<file path="config.mk">
export PLATFORM = sky130hd
export DESIGN_NAME = heading_pid_turn_controller_core_flat
export DESIGN_NICKNAME = d
export VERILOG_FILES = /design/src/sv/hptc_pkg.sv /design/src/sv/hptc_channels.sv /design/src/sv/heading_pid_turn_controller_core.sv /design/src/flat_wrapper.sv
export SDC_FILE = /design/constraint.sdc
export NUM_CORES = 2
export LEC_CHECK = 0
export BUFFER_PORTS_ARGS = -buffer_cell sky130_fd_sc_hd__buf_2
export CORE_MARGIN = 1.5
export CORE_UTILIZATION = 45
export DETAILED_ROUTE_END_ITERATION = 7
export MAX_ROUTING_LAYER = met4
export PLACE_DENSITY = 0.72
export SYNTH_ARGS = -nofsm -noshare
export SYNTH_HDL_FRONTEND = slang
export SYNTH_SLANG_ARGS = --single-unit
</file>
<file path="constraint.sdc">
create_clock -name clock -period 20.3 [get_ports clock]
set_clock_uncertainty 0.05 [all_clocks]
set_input_delay 1.015 -clock clock [delete_from_list [all_inputs] [get_ports clock]]
set_output_delay 1.015 -clock clock [all_outputs]
set_load 0.02 [all_outputs]
</file>
<file path="src/sv/hptc_pkg.sv">
`default_nettype none

package hptc_pkg;

   // Payload widths
   localparam int HEADING_W = 16;
   localparam int DRIVE_W   = 8;
   localparam int ANGLE_W   = 15;
   localparam int GAIN_W    = 16;
   localparam int ERR_W     = 17;
   localparam int SUM_W     = 32;

   // Config port
   localparam int ADDR_W    = 5;
   localparam int DATA_W    = 32;
   localparam int REG_IDX_W = 3;

   localparam int GAIN_FRAC_BITS_DEF = 8;
   localparam int DRIVE_MAX          = 127;

   typedef logic signed [HEADING_W-1:0] heading_type;
   typedef logic signed [DRIVE_W-1:0]   drive_type;

   // Request opcodes
   localparam logic OP_START  = 1'b0;
   localparam logic OP_SAMPLE = 1'b1;

   // Turn direction codes
   localparam logic DIR_LEFT  = 1'b0;
   localparam logic DIR_RIGHT = 1'b1;

   // Register indexes
   localparam logic [REG_IDX_W-1:0] REG_TARGET_ANGLE     = 3'd0;
   localparam logic [REG_IDX_W-1:0] REG_TURN_DIRECTION   = 3'd1;
   localparam logic [REG_IDX_W-1:0] REG_PROP_GAIN        = 3'd2;
   localparam logic [REG_IDX_W-1:0] REG_DERIV_GAIN       = 3'd3;
   localparam logic [REG_IDX_W-1:0] REG_INTEG_GAIN       = 3'd4;
   localparam logic [REG_IDX_W-1:0] REG_SETTLE_THRESHOLD = 3'd5;
   localparam logic [REG_IDX_W-1:0] REG_INTEGRAL_ZONE    = 3'd6;

   // Register reset values
   localparam logic [ANGLE_W-1:0] TARGET_ANGLE_RST     = 15'd0;
   localparam logic               TURN_DIRECTION_RST   = DIR_LEFT;
   localparam logic [GAIN_W-1:0]  PROP_GAIN_RST        = 16'd26;
   localparam logic [GAIN_W-1:0]  DERIV_GAIN_RST       = 16'd0;
   localparam logic [GAIN_W-1:0]  INTEG_GAIN_RST       = 16'd0;
   localparam logic [ANGLE_W-1:0] SETTLE_THRESHOLD_RST = 15'd2;
   localparam logic [ANGLE_W-1:0] INTEGRAL_ZONE_RST    = 15'd10;

endpackage

`default_nettype wire

</file>
<file path="src/sv/hptc_channels.sv">
`default_nettype none

interface hptc_req_if;
   logic                 valid;
   logic                 ready;
   logic                 op;
   hptc_pkg::heading_type heading;

   modport source (output valid, output op, output heading, input ready);
   modport sink (input valid, input op, input heading, output ready);
endinterface

interface hptc_rsp_if;
   logic                valid;
   logic                ready;
   hptc_pkg::drive_type left_drive;
   hptc_pkg::drive_type right_drive;
   logic                done_res;

   modport source (output valid, output left_drive, output right_drive, output done_res,
                   input ready);
   modport sink (input valid, input left_drive, input right_drive, input done_res,
                 output ready);
endinterface

`default_nettype wire

</file>
<file path="src/sv/heading_pid_turn_controller_core.sv">
// Each stage has its own valid and stalls only when full.
// Throughput: one request per cycle unless the result side stalls.
// Stages: request register, error/integral state update, three products, sum and saturate.
// Reset (synchronous, active high): config registers take their reset values, errors and
// integral clear, the settled flag sets and every stage empties.
`default_nettype none

module heading_pid_turn_controller_core #(
   parameter int GAIN_FRAC_BITS = hptc_pkg::GAIN_FRAC_BITS_DEF
) (
   input  wire logic                        clock,
   input  wire logic                        reset,
   hptc_req_if.sink                         req_if,
   hptc_rsp_if.source                       rsp_if,
   input  wire logic                        psel,
   input  wire logic                        penable,
   input  wire logic                        pwrite,
   input  wire logic [hptc_pkg::ADDR_W-1:0] paddr,
   input  wire logic [hptc_pkg::DATA_W-1:0] pwdata,
   output logic      [hptc_pkg::DATA_W-1:0] prdata,
   output logic                             pready
);

   localparam int ERR_W  = hptc_pkg::ERR_W;
   localparam int DIFF_W = ERR_W + 1;
   localparam int SUM_W  = hptc_pkg::SUM_W;
   localparam int GK_W   = hptc_pkg::GAIN_W + 1;        // gain with a zero sign bit
   localparam int PP_W   = GK_W + ERR_W;
   localparam int PD_W   = GK_W + DIFF_W;
   localparam int PI_W   = GK_W + SUM_W;
   localparam int ACC_W  = PI_W + 2;
   localparam int SPD_W  = hptc_pkg::DRIVE_W - 1;

   // ------------------------------------------------------------------
   // Configuration registers
   // ------------------------------------------------------------------
   logic [hptc_pkg::ANGLE_W-1:0] target_ff;
   logic                         dir_ff;
   logic [hptc_pkg::GAIN_W-1:0]  prop_ff;
   logic [hptc_pkg::GAIN_W-1:0]  deriv_ff;
   logic [hptc_pkg::GAIN_W-1:0]  integ_ff;
   logic [hptc_pkg::ANGLE_W-1:0] settle_ff;
   logic [hptc_pkg::ANGLE_W-1:0] zone_ff;

   logic                             csr_write;
   logic [hptc_pkg::REG_IDX_W-1:0]   csr_index;

   assign pready    = 1'b1;
   assign csr_write = psel & penable & pwrite;
   assign csr_index = paddr[hptc_pkg::ADDR_W-1:2];

   always_ff @(posedge clock) begin
      if (reset) begin
         target_ff <= hptc_pkg::TARGET_ANGLE_RST;
         dir_ff    <= hptc_pkg::TURN_DIRECTION_RST;
         prop_ff   <= hptc_pkg::PROP_GAIN_RST;
         deriv_ff  <= hptc_pkg::DERIV_GAIN_RST;
         integ_ff  <= hptc_pkg::INTEG_GAIN_RST;
         settle_ff <= hptc_pkg::SETTLE_THRESHOLD_RST;
         zone_ff   <= hptc_pkg::INTEGRAL_ZONE_RST;
      end else if (csr_write) begin
         case (csr_index)
            hptc_pkg::REG_TARGET_ANGLE:     target_ff <= pwdata[hptc_pkg::ANGLE_W-1:0];
            hptc_pkg::REG_TURN_DIRECTION:   dir_ff    <= pwdata[0];
            hptc_pkg::REG_PROP_GAIN:        prop_ff   <= pwdata[hptc_pkg::GAIN_W-1:0];
            hptc_pkg::REG_DERIV_GAIN:       deriv_ff  <= pwdata[hptc_pkg::GAIN_W-1:0];
            hptc_pkg::REG_INTEG_GAIN:       integ_ff  <= pwdata[hptc_pkg::GAIN_W-1:0];
            hptc_pkg::REG_SETTLE_THRESHOLD: settle_ff <= pwdata[hptc_pkg::ANGLE_W-1:0];
            hptc_pkg::REG_INTEGRAL_ZONE:    zone_ff   <= pwdata[hptc_pkg::ANGLE_W-1:0];
            default: ;  // drop writes past the register list
         endcase
      end
   end

   // Read back the register at the addressed slot, zero extended.
   always_comb begin
      prdata = '0;
      case (csr_index)
         hptc_pkg::REG_TARGET_ANGLE:     prdata = hptc_pkg::DATA_W'(target_ff);
         hptc_pkg::REG_TURN_DIRECTION:   prdata = hptc_pkg::DATA_W'(dir_ff);
         hptc_pkg::REG_PROP_GAIN:        prdata = hptc_pkg::DATA_W'(prop_ff);
         hptc_pkg::REG_DERIV_GAIN:       prdata = hptc_pkg::DATA_W'(deriv_ff);
         hptc_pkg::REG_INTEG_GAIN:       prdata = hptc_pkg::DATA_W'(integ_ff);
         hptc_pkg::REG_SETTLE_THRESHOLD: prdata = hptc_pkg::DATA_W'(settle_ff);
         hptc_pkg::REG_INTEGRAL_ZONE:    prdata = hptc_pkg::DATA_W'(zone_ff);
         default:                        prdata = '0;
      endcase
   end

   // ------------------------------------------------------------------
   // Stage enables: a stage loads when it is empty or the next one loads.
   // This lets a request enter while a finished result waits downstream.
   // ------------------------------------------------------------------
   logic in_valid_ff, st_valid_ff, pr_valid_ff, rsp_valid_ff;
   logic en_in, en_st, en_pr, en_rsp;

   assign en_rsp       = ~rsp_valid_ff | rsp_if.ready;
   assign en_pr        = ~pr_valid_ff | en_rsp;
   assign en_st        = ~st_valid_ff | en_pr;
   assign en_in        = ~in_valid_ff | en_st;
   assign req_if.ready = en_in;

   // ------------------------------------------------------------------
   // Request register
   // ------------------------------------------------------------------
   logic                  in_op_ff;
   hptc_pkg::heading_type in_heading_ff;

   always_ff @(posedge clock) begin
      if (reset) begin
         in_valid_ff <= 1'b0;
      end else if (en_in) begin
         in_valid_ff <= req_if.valid;
      end
   end

   always_ff @(posedge clock) begin
      if (en_in) begin
         in_op_ff      <= req_if.op;
         in_heading_ff <= req_if.heading;
      end
   end

   // ------------------------------------------------------------------
   // Controller state update
   // ------------------------------------------------------------------
   logic signed [ERR_W-1:0] cur_err_ff, cur_err_in;
   logic signed [ERR_W-1:0] prev_err_ff, prev_err_in;
   logic signed [SUM_W-1:0] err_sum_ff, err_sum_in;
   logic                    settled_ff, settled_in;

   function automatic logic [ERR_W-1:0] err_mag(input logic signed [ERR_W-1:0] v);
      return v[ERR_W-1] ? ERR_W'(-v) : ERR_W'(v);
   endfunction

   logic signed [ERR_W-1:0] head_ext;
   logic        [ERR_W-1:0] head_mag;
   logic signed [ERR_W-1:0] target_ext;
   logic signed [ERR_W-1:0] new_err;
   logic        [ERR_W-1:0] new_err_mag;
   logic        [ERR_W-1:0] settle_ext;
   logic        [ERR_W-1:0] zone_ext;
   logic signed [SUM_W:0]   sum_wide;
   logic signed [SUM_W-1:0] sum_sat;

   always_comb begin
      head_ext    = ERR_W'(in_heading_ff);
      head_mag    = err_mag(head_ext);          // most negative heading gives 32768
      target_ext  = $signed(ERR_W'(target_ff));
      new_err     = target_ext - $signed(head_mag);
      new_err_mag = err_mag(new_err);
      settle_ext  = ERR_W'(settle_ff);
      zone_ext    = ERR_W'(zone_ff);

      // Saturate the integral to the signed 32-bit range.
      sum_wide = (SUM_W+1)'(err_sum_ff) + (SUM_W+1)'(new_err);
      if (sum_wide[SUM_W] != sum_wide[SUM_W-1]) begin
         sum_sat = sum_wide[SUM_W] ? {1'b1, {(SUM_W-1){1'b0}}} : {1'b0, {(SUM_W-1){1'b1}}};
      end else begin
         sum_sat = sum_wide[SUM_W-1:0];
      end

      cur_err_in  = cur_err_ff;
      prev_err_in = prev_err_ff;
      err_sum_in  = err_sum_ff;
      settled_in  = settled_ff;
      case (in_op_ff)
         hptc_pkg::OP_START: begin
            // Load both errors with the target and empty the integral.
            cur_err_in  = target_ext;
            prev_err_in = target_ext;
            err_sum_in  = '0;
            settled_in  = ERR_W'(target_ff) <= settle_ext;
         end
         hptc_pkg::OP_SAMPLE: begin
            // Ignore samples once settled; the result then reports done.
            if (!settled_ff) begin
               prev_err_in = cur_err_ff;
               cur_err_in  = new_err;
               if (new_err_mag < zone_ext) begin
                  err_sum_in = sum_sat;
               end
               settled_in = (new_err_mag <= settle_ext) && (err_mag(cur_err_ff) <= settle_ext);
            end
         end
         default: ;
      endcase
   end

   always_ff @(posedge clock) begin
      if (reset) begin
         st_valid_ff <= 1'b0;
         cur_err_ff  <= '0;
         prev_err_ff <= '0;
         err_sum_ff  <= '0;
         settled_ff  <= 1'b1;
      end else if (en_st) begin
         st_valid_ff <= in_valid_ff;
         if (in_valid_ff) begin
            cur_err_ff  <= cur_err_in;
            prev_err_ff <= prev_err_in;
            err_sum_ff  <= err_sum_in;
            settled_ff  <= settled_in;
         end
      end
   end

   // ------------------------------------------------------------------
   // Products of the updated state. The state registers hold the item in
   // the state stage until this stage loads, so the snapshot is exact.
   // ------------------------------------------------------------------
   logic signed [PP_W-1:0]   prod_p_ff, prod_p_in;
   logic signed [PD_W-1:0]   prod_d_ff, prod_d_in;
   logic signed [PI_W-1:0]   prod_i_ff, prod_i_in;
   logic                     pr_settled_ff;
   logic signed [DIFF_W-1:0] err_diff;

   always_comb begin
      err_diff  = DIFF_W'(prev_err_ff) - DIFF_W'(cur_err_ff);
      prod_p_in = $signed({1'b0, prop_ff}) * cur_err_ff;
      prod_d_in = $signed({1'b0, deriv_ff}) * err_diff;
      prod_i_in = $signed({1'b0, integ_ff}) * err_sum_ff;
   end

   always_ff @(posedge clock) begin
      if (reset) begin
         pr_valid_ff <= 1'b0;
      end else if (en_pr) begin
         pr_valid_ff <= st_valid_ff;
      end
   end

   always_ff @(posedge clock) begin
      if (en_pr) begin
         prod_p_ff     <= prod_p_in;
         prod_d_ff     <= prod_d_in;
         prod_i_ff     <= prod_i_in;
         pr_settled_ff <= settled_ff;
      end
   end

   // ------------------------------------------------------------------
   // Sum, scale toward zero, clamp to the drive range, apply direction and brake once settled
   // ------------------------------------------------------------------
   logic signed [ACC_W-1:0]            acc;
   logic        [ACC_W-1:0]            acc_mag;
   logic        [ACC_W-1:0]            acc_shift;
   logic        [SPD_W-1:0]            speed;
   hptc_pkg::drive_type                speed_s;
   hptc_pkg::drive_type                left_in, right_in;
   hptc_pkg::drive_type                left_ff, right_ff;
   logic                               done_ff;

   always_comb begin
      acc       = ACC_W'(prod_p_ff) + ACC_W'(prod_d_ff) + ACC_W'(prod_i_ff);
      acc_mag   = acc[ACC_W-1] ? ACC_W'(-acc) : ACC_W'(acc);
      acc_shift = acc_mag >> GAIN_FRAC_BITS;
      if (|acc_shift[ACC_W-1:SPD_W]) begin
         speed = SPD_W'(hptc_pkg::DRIVE_MAX);
      end else begin
         speed = acc_shift[SPD_W-1:0];
      end
      speed_s = acc[ACC_W-1] ? -$signed({1'b0, speed}) : $signed({1'b0, speed});

      case (dir_ff)
         hptc_pkg::DIR_LEFT:  left_in = -speed_s;
         hptc_pkg::DIR_RIGHT: left_in = speed_s;
         default:             left_in = speed_s;
      endcase
      right_in = -left_in;

      // Brake once settled.
      if (pr_settled_ff) begin
         left_in  = '0;
         right_in = '0;
      end
   end

   always_ff @(posedge clock) begin
      if (reset) begin
         rsp_valid_ff <= 1'b0;
      end else if (en_rsp) begin
         rsp_valid_ff <= pr_valid_ff;
      end
   end

   always_ff @(posedge clock) begin
      if (en_rsp) begin
         left_ff  <= left_in;
         right_ff <= right_in;
         done_ff  <= pr_settled_ff;
      end
   end

   assign rsp_if.valid       = rsp_valid_ff;
   assign rsp_if.left_drive  = left_ff;
   assign rsp_if.right_drive = right_ff;
   assign rsp_if.done_res    = done_ff;

endmodule

`default_nettype wire

</file>
<file path="src/flat_wrapper.sv">
// flat-port wrapper written by rule: the top's interface ports become plain ports
module heading_pid_turn_controller_core_flat 
#(
   parameter int GAIN_FRAC_BITS = hptc_pkg::GAIN_FRAC_BITS_DEF
)
  (clock, reset, psel, penable, pwrite, paddr, pwdata, prdata, pready, req_if_valid, req_if_op, req_if_heading, req_if_ready, rsp_if_valid, rsp_if_left_drive, rsp_if_right_drive, rsp_if_done_res, rsp_if_ready);
  hptc_req_if req_if_i ();
  hptc_rsp_if rsp_if_i ();
  input  wire logic clock;
  input  wire logic reset;
  input  wire logic psel;
  input  wire logic penable;
  input  wire logic pwrite;
  input  wire logic [hptc_pkg::ADDR_W-1:0] paddr;
  input  wire logic [hptc_pkg::DATA_W-1:0] pwdata;
  output logic      [hptc_pkg::DATA_W-1:0] prdata;
  output logic pready;
  input wire logic [$bits(req_if_i.valid)-1:0] req_if_valid;
  input wire logic [$bits(req_if_i.op)-1:0] req_if_op;
  input wire logic [$bits(req_if_i.heading)-1:0] req_if_heading;
  output wire logic [$bits(req_if_i.ready)-1:0] req_if_ready;
  output wire logic [$bits(rsp_if_i.valid)-1:0] rsp_if_valid;
  output wire logic [$bits(rsp_if_i.left_drive)-1:0] rsp_if_left_drive;
  output wire logic [$bits(rsp_if_i.right_drive)-1:0] rsp_if_right_drive;
  output wire logic [$bits(rsp_if_i.done_res)-1:0] rsp_if_done_res;
  input wire logic [$bits(rsp_if_i.ready)-1:0] rsp_if_ready;
  assign req_if_i.valid = req_if_valid;
  assign req_if_i.op = req_if_op;
  assign req_if_i.heading = req_if_heading;
  assign req_if_ready = req_if_i.ready;
  assign rsp_if_valid = rsp_if_i.valid;
  assign rsp_if_left_drive = rsp_if_i.left_drive;
  assign rsp_if_right_drive = rsp_if_i.right_drive;
  assign rsp_if_done_res = rsp_if_i.done_res;
  assign rsp_if_i.ready = rsp_if_ready;
  heading_pid_turn_controller_core #(.GAIN_FRAC_BITS(GAIN_FRAC_BITS)) u_core (.clock(clock), .reset(reset), .req_if(req_if_i), .rsp_if(rsp_if_i), .psel(psel), .penable(penable), .pwrite(pwrite), .paddr(paddr), .pwdata(pwdata), .prdata(prdata), .pready(pready));
endmodule
</file>
---- Yosys cells after proc, flatten, opt, wreduce, memory -nomap -nowiden ----
Index checks and enable logic that the tools add are counted.
word-level totals
  output and inout bits ................... 52
  latch bits .............................. 0
  flip-flop bits (word level) ............. 318
  bits in read-only memories .............. 0
  memories kept ........................... 0
  input port bits ......................... 61
  RAM bits ................................ 0
  word-level logic and storage cells ...... 96
operators by class
  add/sub/neg operators ................... 12
  muxes and demuxes ....................... 19
  bitwise logic cells ..................... 12
  equal/unequal tests ..................... 9
  reductions and logical operators ........ 13
  $lt $le $gt $ge ......................... 4
  div/mod/pow operators ................... 0
  multipliers ............................. 3
  shift operators ......................... 0
operator list
  cell               number
  $mux W32           4
  $pmux W16 S7       1
  $mux W17           5
  $pmux W17 S2       2
  $pmux W32 S2       1
  $mux W51           1
  $neg A51 Y51       1
  $add A36 B49 Y50   1
  $mul A17 B32 Y49   1
  $add A34 B35 Y36   1
  $reduce_or A36 Y1  1
  $mul A17 B18 Y35   1
  $le A17 B15 Y1     2
  $mul A17 B17 Y34   1
  $neg A17 Y17       2
  $add A32 B17 Y33   1
  $sub A17 B17 Y18   1
  $lt A17 B15 Y1     1
  $neg A16 Y17       1
  $sub A16 B17 Y17   1
  $neg A8 Y8         2
  $pmux W8 S2        1
  $reduce_and A2 Y1  8
  $le A15 B15 Y1     1
  17 further kinds   30

---- Depth between registers and ports, before layout ----
  word-level depth ........................ 11
  mapped depth ............................ 44
  depth with buffers taken out ............ 43

---- Least setup slack after synthesis ----
Ideal clock, no wire load.
  path kind ............................... flip-flop to flip-flop
  from .................................... reg u_core.cur_err_ff[1]
  to ...................................... reg u_core.prod_d_ff[33] (data pin)
  cell stages (with the launch flop) ...... 42
  clock period less this slack ............ 9.148 ns
  slack ................................... 11.152 ns
  buffers on the path ..................... 2
  required time ........................... 19.992 ns
  setup time .............................. 0.258 ns
  arrival time ............................ 8.840 ns
  cell sequence ........................... dfxtp_1 > clkbuf_1 > inv_1 > ha_1 > nor2b_1 > o21ai_0 > a21boi_0 > o21ai_0 > a21boi_0 > o21ai_0 > a21boi_0 > o21ai_0 > a21boi_0 > o21ai_0 > a21boi_0 > o21ai_0 > nand2b_1 > a21oi_1 > [... 6 more ...] > fa_1 > inv_1 > fa_1 > fa_1 > fa_1 > inv_1 > fa_1 > ha_1 > or2_2 > a21oi_1 > a31o_2 > o21ai_0 > nor4_1 > o31ai_1 > o41ai_1 > o21bai_1 > a21oi_1 > xnor2_1
between the ends
  longest elaborated chain between the ends .. 2
ends and longest elaborated chain
  item                            RTL line                                 RTL
  start: declaration              heading_pid_turn_controller_core.sv:127  logic signed [ERR_W-1:0] cur_err_ff, cur_err_in;
  start signal: assignment        heading_pid_turn_controller_core.sv:200  cur_err_ff <= cur_err_in;
  $sub A17 B17 Y18                heading_pid_turn_controller_core.sv:219  err_diff = DIFF_W'(prev_err_ff) - DIFF_W'(cur_err_ff);
  $mul A17 B18 Y35                heading_pid_turn_controller_core.sv:221  prod_d_in = $signed({1'b0, deriv_ff}) * err_diff;
  named net u_core.prod_d_in[33]  heading_pid_turn_controller_core.sv:213  logic signed [PD_W-1:0] prod_d_ff, prod_d_in;
  end signal: assignment          heading_pid_turn_controller_core.sv:236  prod_d_ff <= prod_d_in;
  end: declaration                heading_pid_turn_controller_core.sv:213
The timed path passes the listed nets, and every way through them passes these cells.
A chain may end at the register's enable or synchronous reset.

---- Final worst setup path ----
  from .................................... reg u_core.cur_err_ff[1]
  to ...................................... reg u_core.prod_d_ff[32] (data pin)
Same word-level chain as after synthesis.

==> reports/summary.txt <==
Worst EP arrival: 11.33 ns
Core Area: 0.132 mm2
Final worst path period share: 0.545
Crit path from: u_core.cur_err_ff[1]$_SDFFE_PP0P_
Total Nets Final: 8295
Vias: 46616
Number of antenna violations at the first check in global routing: 2
Critical path class: flip-flop to flip-flop
Dominant synthesized flop cell: dfxtp_1
Layout Utilization: 0.480
Chip Width: 368 um
Clock Sinks: 317
Area leader, netlist: fa_1
Setup WS post-layout: 9.24 ns
Clk slew on worst S/H paths: 0.06 ns
Reg2reg end: u_core.prod_d_ff[32]$_DFFE_PP_
Final hold viol count: 0
Number of synthesized flops with an enable pin: 152
Power per Cell Area: 38.7 mW/mm2
Adder-cell share of the synthesized area: 0.455
DR iter-0 viols: 3589
Worst endpoint required time: 20.57 ns
R2R cell count: 36
Grt ovf: 0
Final Critical Period: 11.06 ns
Final wirelength: 161 mm
CTS root buf: clkbuf_16
R2R setup slack: 9.24 ns
Compound-cell area share of the yosys netlist: 0.0958
Vias per cell: 5.51
Synthesized flop and latch total: 317
Yosys cell types: 111
Vias in the first global route: 48332
Finish-stage setup viols: 0
Total CTS buffers: 38
Synth area leaders: fa_1 35%, ha_1 11%, inv_1 7.9%, edfxtp_1 7.6%, nand2_1 6.5%
Largest net degree at the start of global routing: 70
Largest family of logic cells by synthesized area: adder cells
Rel. slew slack: 0.255
Die Y: 368 um
Slew Viols, Final: 0
First-pass GRT wire length: 258 mm
Ports: 113
Critical-path maximum fanout: 21
Initial core utilization: 0.455
Hold_buf cts: 0
Setup TNS: 0 ns
P&R area growth vs syn: 5.50%
Rows: 133
Yosys Warn Count: 0
Crit end category: flip-flop
CP Launch Type: flip-flop
H-tree depth: 2
Worst r2r src: u_core.cur_err_ff[1]$_SDFFE_PP0P_
Avg WL per Cell: 19.0 um
# port buffers: 77
Post-synth ARST share: 0
HP Class: flip-flop to flip-flop
Most common cell after layout, fill and taps aside: inv_1
Worst-margin pin slew: 1.10 ns
Gpl congestion: 0.945
Seq/Total Area, Yosys: 0.131
DIE AREA: 0.135 mm2
RSZ-0062 raised after global routing: no
Remaining DRCs: 0
Clk Latency, worst-skew pair: 0.62 ns
Layout cells sized above 1: 0.0484
Post_cts resized: 0
F_max: 90.5 MHz
Mux share of post-synthesis cell area: 0.0111
Number of max-cap violations: 0
Pre-CTS setup slack: 9.51 ns
Cells after synthesis: 6782
Pleak: 29.1 nW
CP endpoint: u_core.prod_d_ff[32]$_DFFE_PP_
Slowest Stage Delay on Critical Path: 0.89 ns
Peak supply drop: 74.1 uV
CTS tree: yes
Mapped Avg Cell Area: 8.84 um2
Most frequent cells in the layout: 1258 x inv_1, 1044 x fa_1, 1032 x nand2_1, 511 x ha_1, 431 x and2_1
Total GRT Usage: 0.247
Simple-Gate Fraction of Synth Area: 0.170
DR pass1 iterations: 7
Detail Route Antenna Nets: 0
WHS: 0.405 ns
Max Root-Sink Buffers: 3
Post-Syn Area: 0.0600 mm2
Dpl hpwl: 127 mm
Outcome: finished clean
Top-area cell type share of the netlist area: 0.348
Slowest CP cell: dfxtp_1
Xor/xnor share of the synthesized area: 0.0355
Postcts setup bufs: 0
## worst min-delay path by stage
stage	startpoint	end	slack, ns	depth (start not counted)
detailed placement	u_core.prev_err_ff[16]$_SDFFE_PP0P_	u_core.prev_err_ff[16]$_SDFFE_PP0P_	0.40	2
global placement	u_core.st_valid_ff$_SDFFE_PP0N_	u_core.pr_valid_ff$_SDFFE_PP0P_	0.39	2
finish	u_core.prev_err_ff[16]$_SDFFE_PP0P_	u_core.prev_err_ff[16]$_SDFFE_PP0P_	0.41	2
CTS	u_core.prev_err_ff[16]$_SDFFE_PP0P_	u_core.prev_err_ff[16]$_SDFFE_PP0P_	0.41	2
floorplan	u_core.st_valid_ff$_SDFFE_PP0N_	u_core.pr_valid_ff$_SDFFE_PP0P_	0.38	2
global route	u_core.integ_ff[14]$_SDFFE_PP0P_	u_core.integ_ff[14]$_SDFFE_PP0P_	0.42	2
## routing by layer
| layer | routed length (um) | GRT usage | up-vias |
|---|---|---|---|
| met5 | 0 | - | - |
| met4 | 7310 | 0.0958 | 0 |
| met3 | 12500 | 0.0349 | 336 |
| met2 | 76300 | 0.400 | 1785 |
| met1 | 65200 | 0.313 | 23416 |
| li1 | - | - | 21079 |
## area by class of cell
type	count	area, um2
diodes	3	7.51
clock buffers	43	1000
clock inverters	26	246
fillers	12361	68500
inverters	1259	4730
multi-input cells	4896	46200
flip-flops and latches	317	7880
well taps	1755	2200
repair buffers	167	1060
## state kept, by name, indices dropped and copies added, names as in the netlist, 16 cells and up
| register | flops |
|---|---|
| u_core.prod_i_ff | 49 |
| u_core.prod_d_ff | 35 |
| u_core.prod_p_ff | 34 |
| u_core.err_sum_ff | 32 |
| u_core.cur_err_ff | 17 |
| u_core.prev_err_ff | 17 |
| u_core.deriv_ff | 16 |
| u_core.in_heading_ff | 16 |
| u_core.integ_ff | 16 |
| u_core.prop_ff | 16 |
## power breakdown
group,switching (mW),internal [mW]
logic,0.569,0.346
clock network,0.311,0.377
registers,0.141,0.704
total,1.02,1.43
## cell usage after synthesis (9+ instances only)
master    instances
a211o_1          13
a211oi_1         22
a21boi_0         31
a21o_1           69
a21oi_1         284
a221oi_1         14
a22oi_1          47
a31oi_1          44
and2_1          431
and3_1           29
buf_1            12
buf_2             9
buf_4            19
clkbuf_1        282
dfxtp_1         165
edfxtp_1        152
fa_1           1044
ha_1            511
inv_1          1258
mux2_2           12
mux2i_1          37
nand2_1        1033
nand2b_1         42
nand3_1          70
nand3b_1          9
nand4_1          30
nor2_1          246
nor2b_1          57
nor3_1           67
nor4_1           19
o211ai_1         20
o21a_1           37
o21ai_0         161
o21ai_1           9
o21bai_1         23
o31ai_1          23
or2_2            16
or3_1            31
or4_1            10
xnor2_1         160
xor2_1           75
## cell families (layout without fill, tap and decap cells)
logic type                 after synthesis  in the layout
AOI/OAI and AO/OA                      890            890
xor gates and xnor gates               239            239
adders and majority gates             1556           1556
buffers and inverters                 1584           1495
DFF                                    317            317
muxes                                   57             57
other                                    2             20
and+or+nand+nor                       2137           2137
## stage by stage
step	total power, mW	area [um2]	cells
finish	2.45	63300	8466
CTS	2.44	63300	8463
global placement	1.73	62000	8394
global route	2.57	63300	8463
detailed placement	1.75	62000	8394
floorplan	1.46	60000	6797
## critical path: cells and delay by family (launching register included)
family,cells,cell delay [ns]
compound gates,18,3.36
xor+xnor,1,0.49
fa+ha+maj,8,3.99
buf+inv,4,0.81
flops,1,0.89
mux,1,0.45
simple gates,4,0.68
No activity file was read; power rests on OpenSTA's default activity.
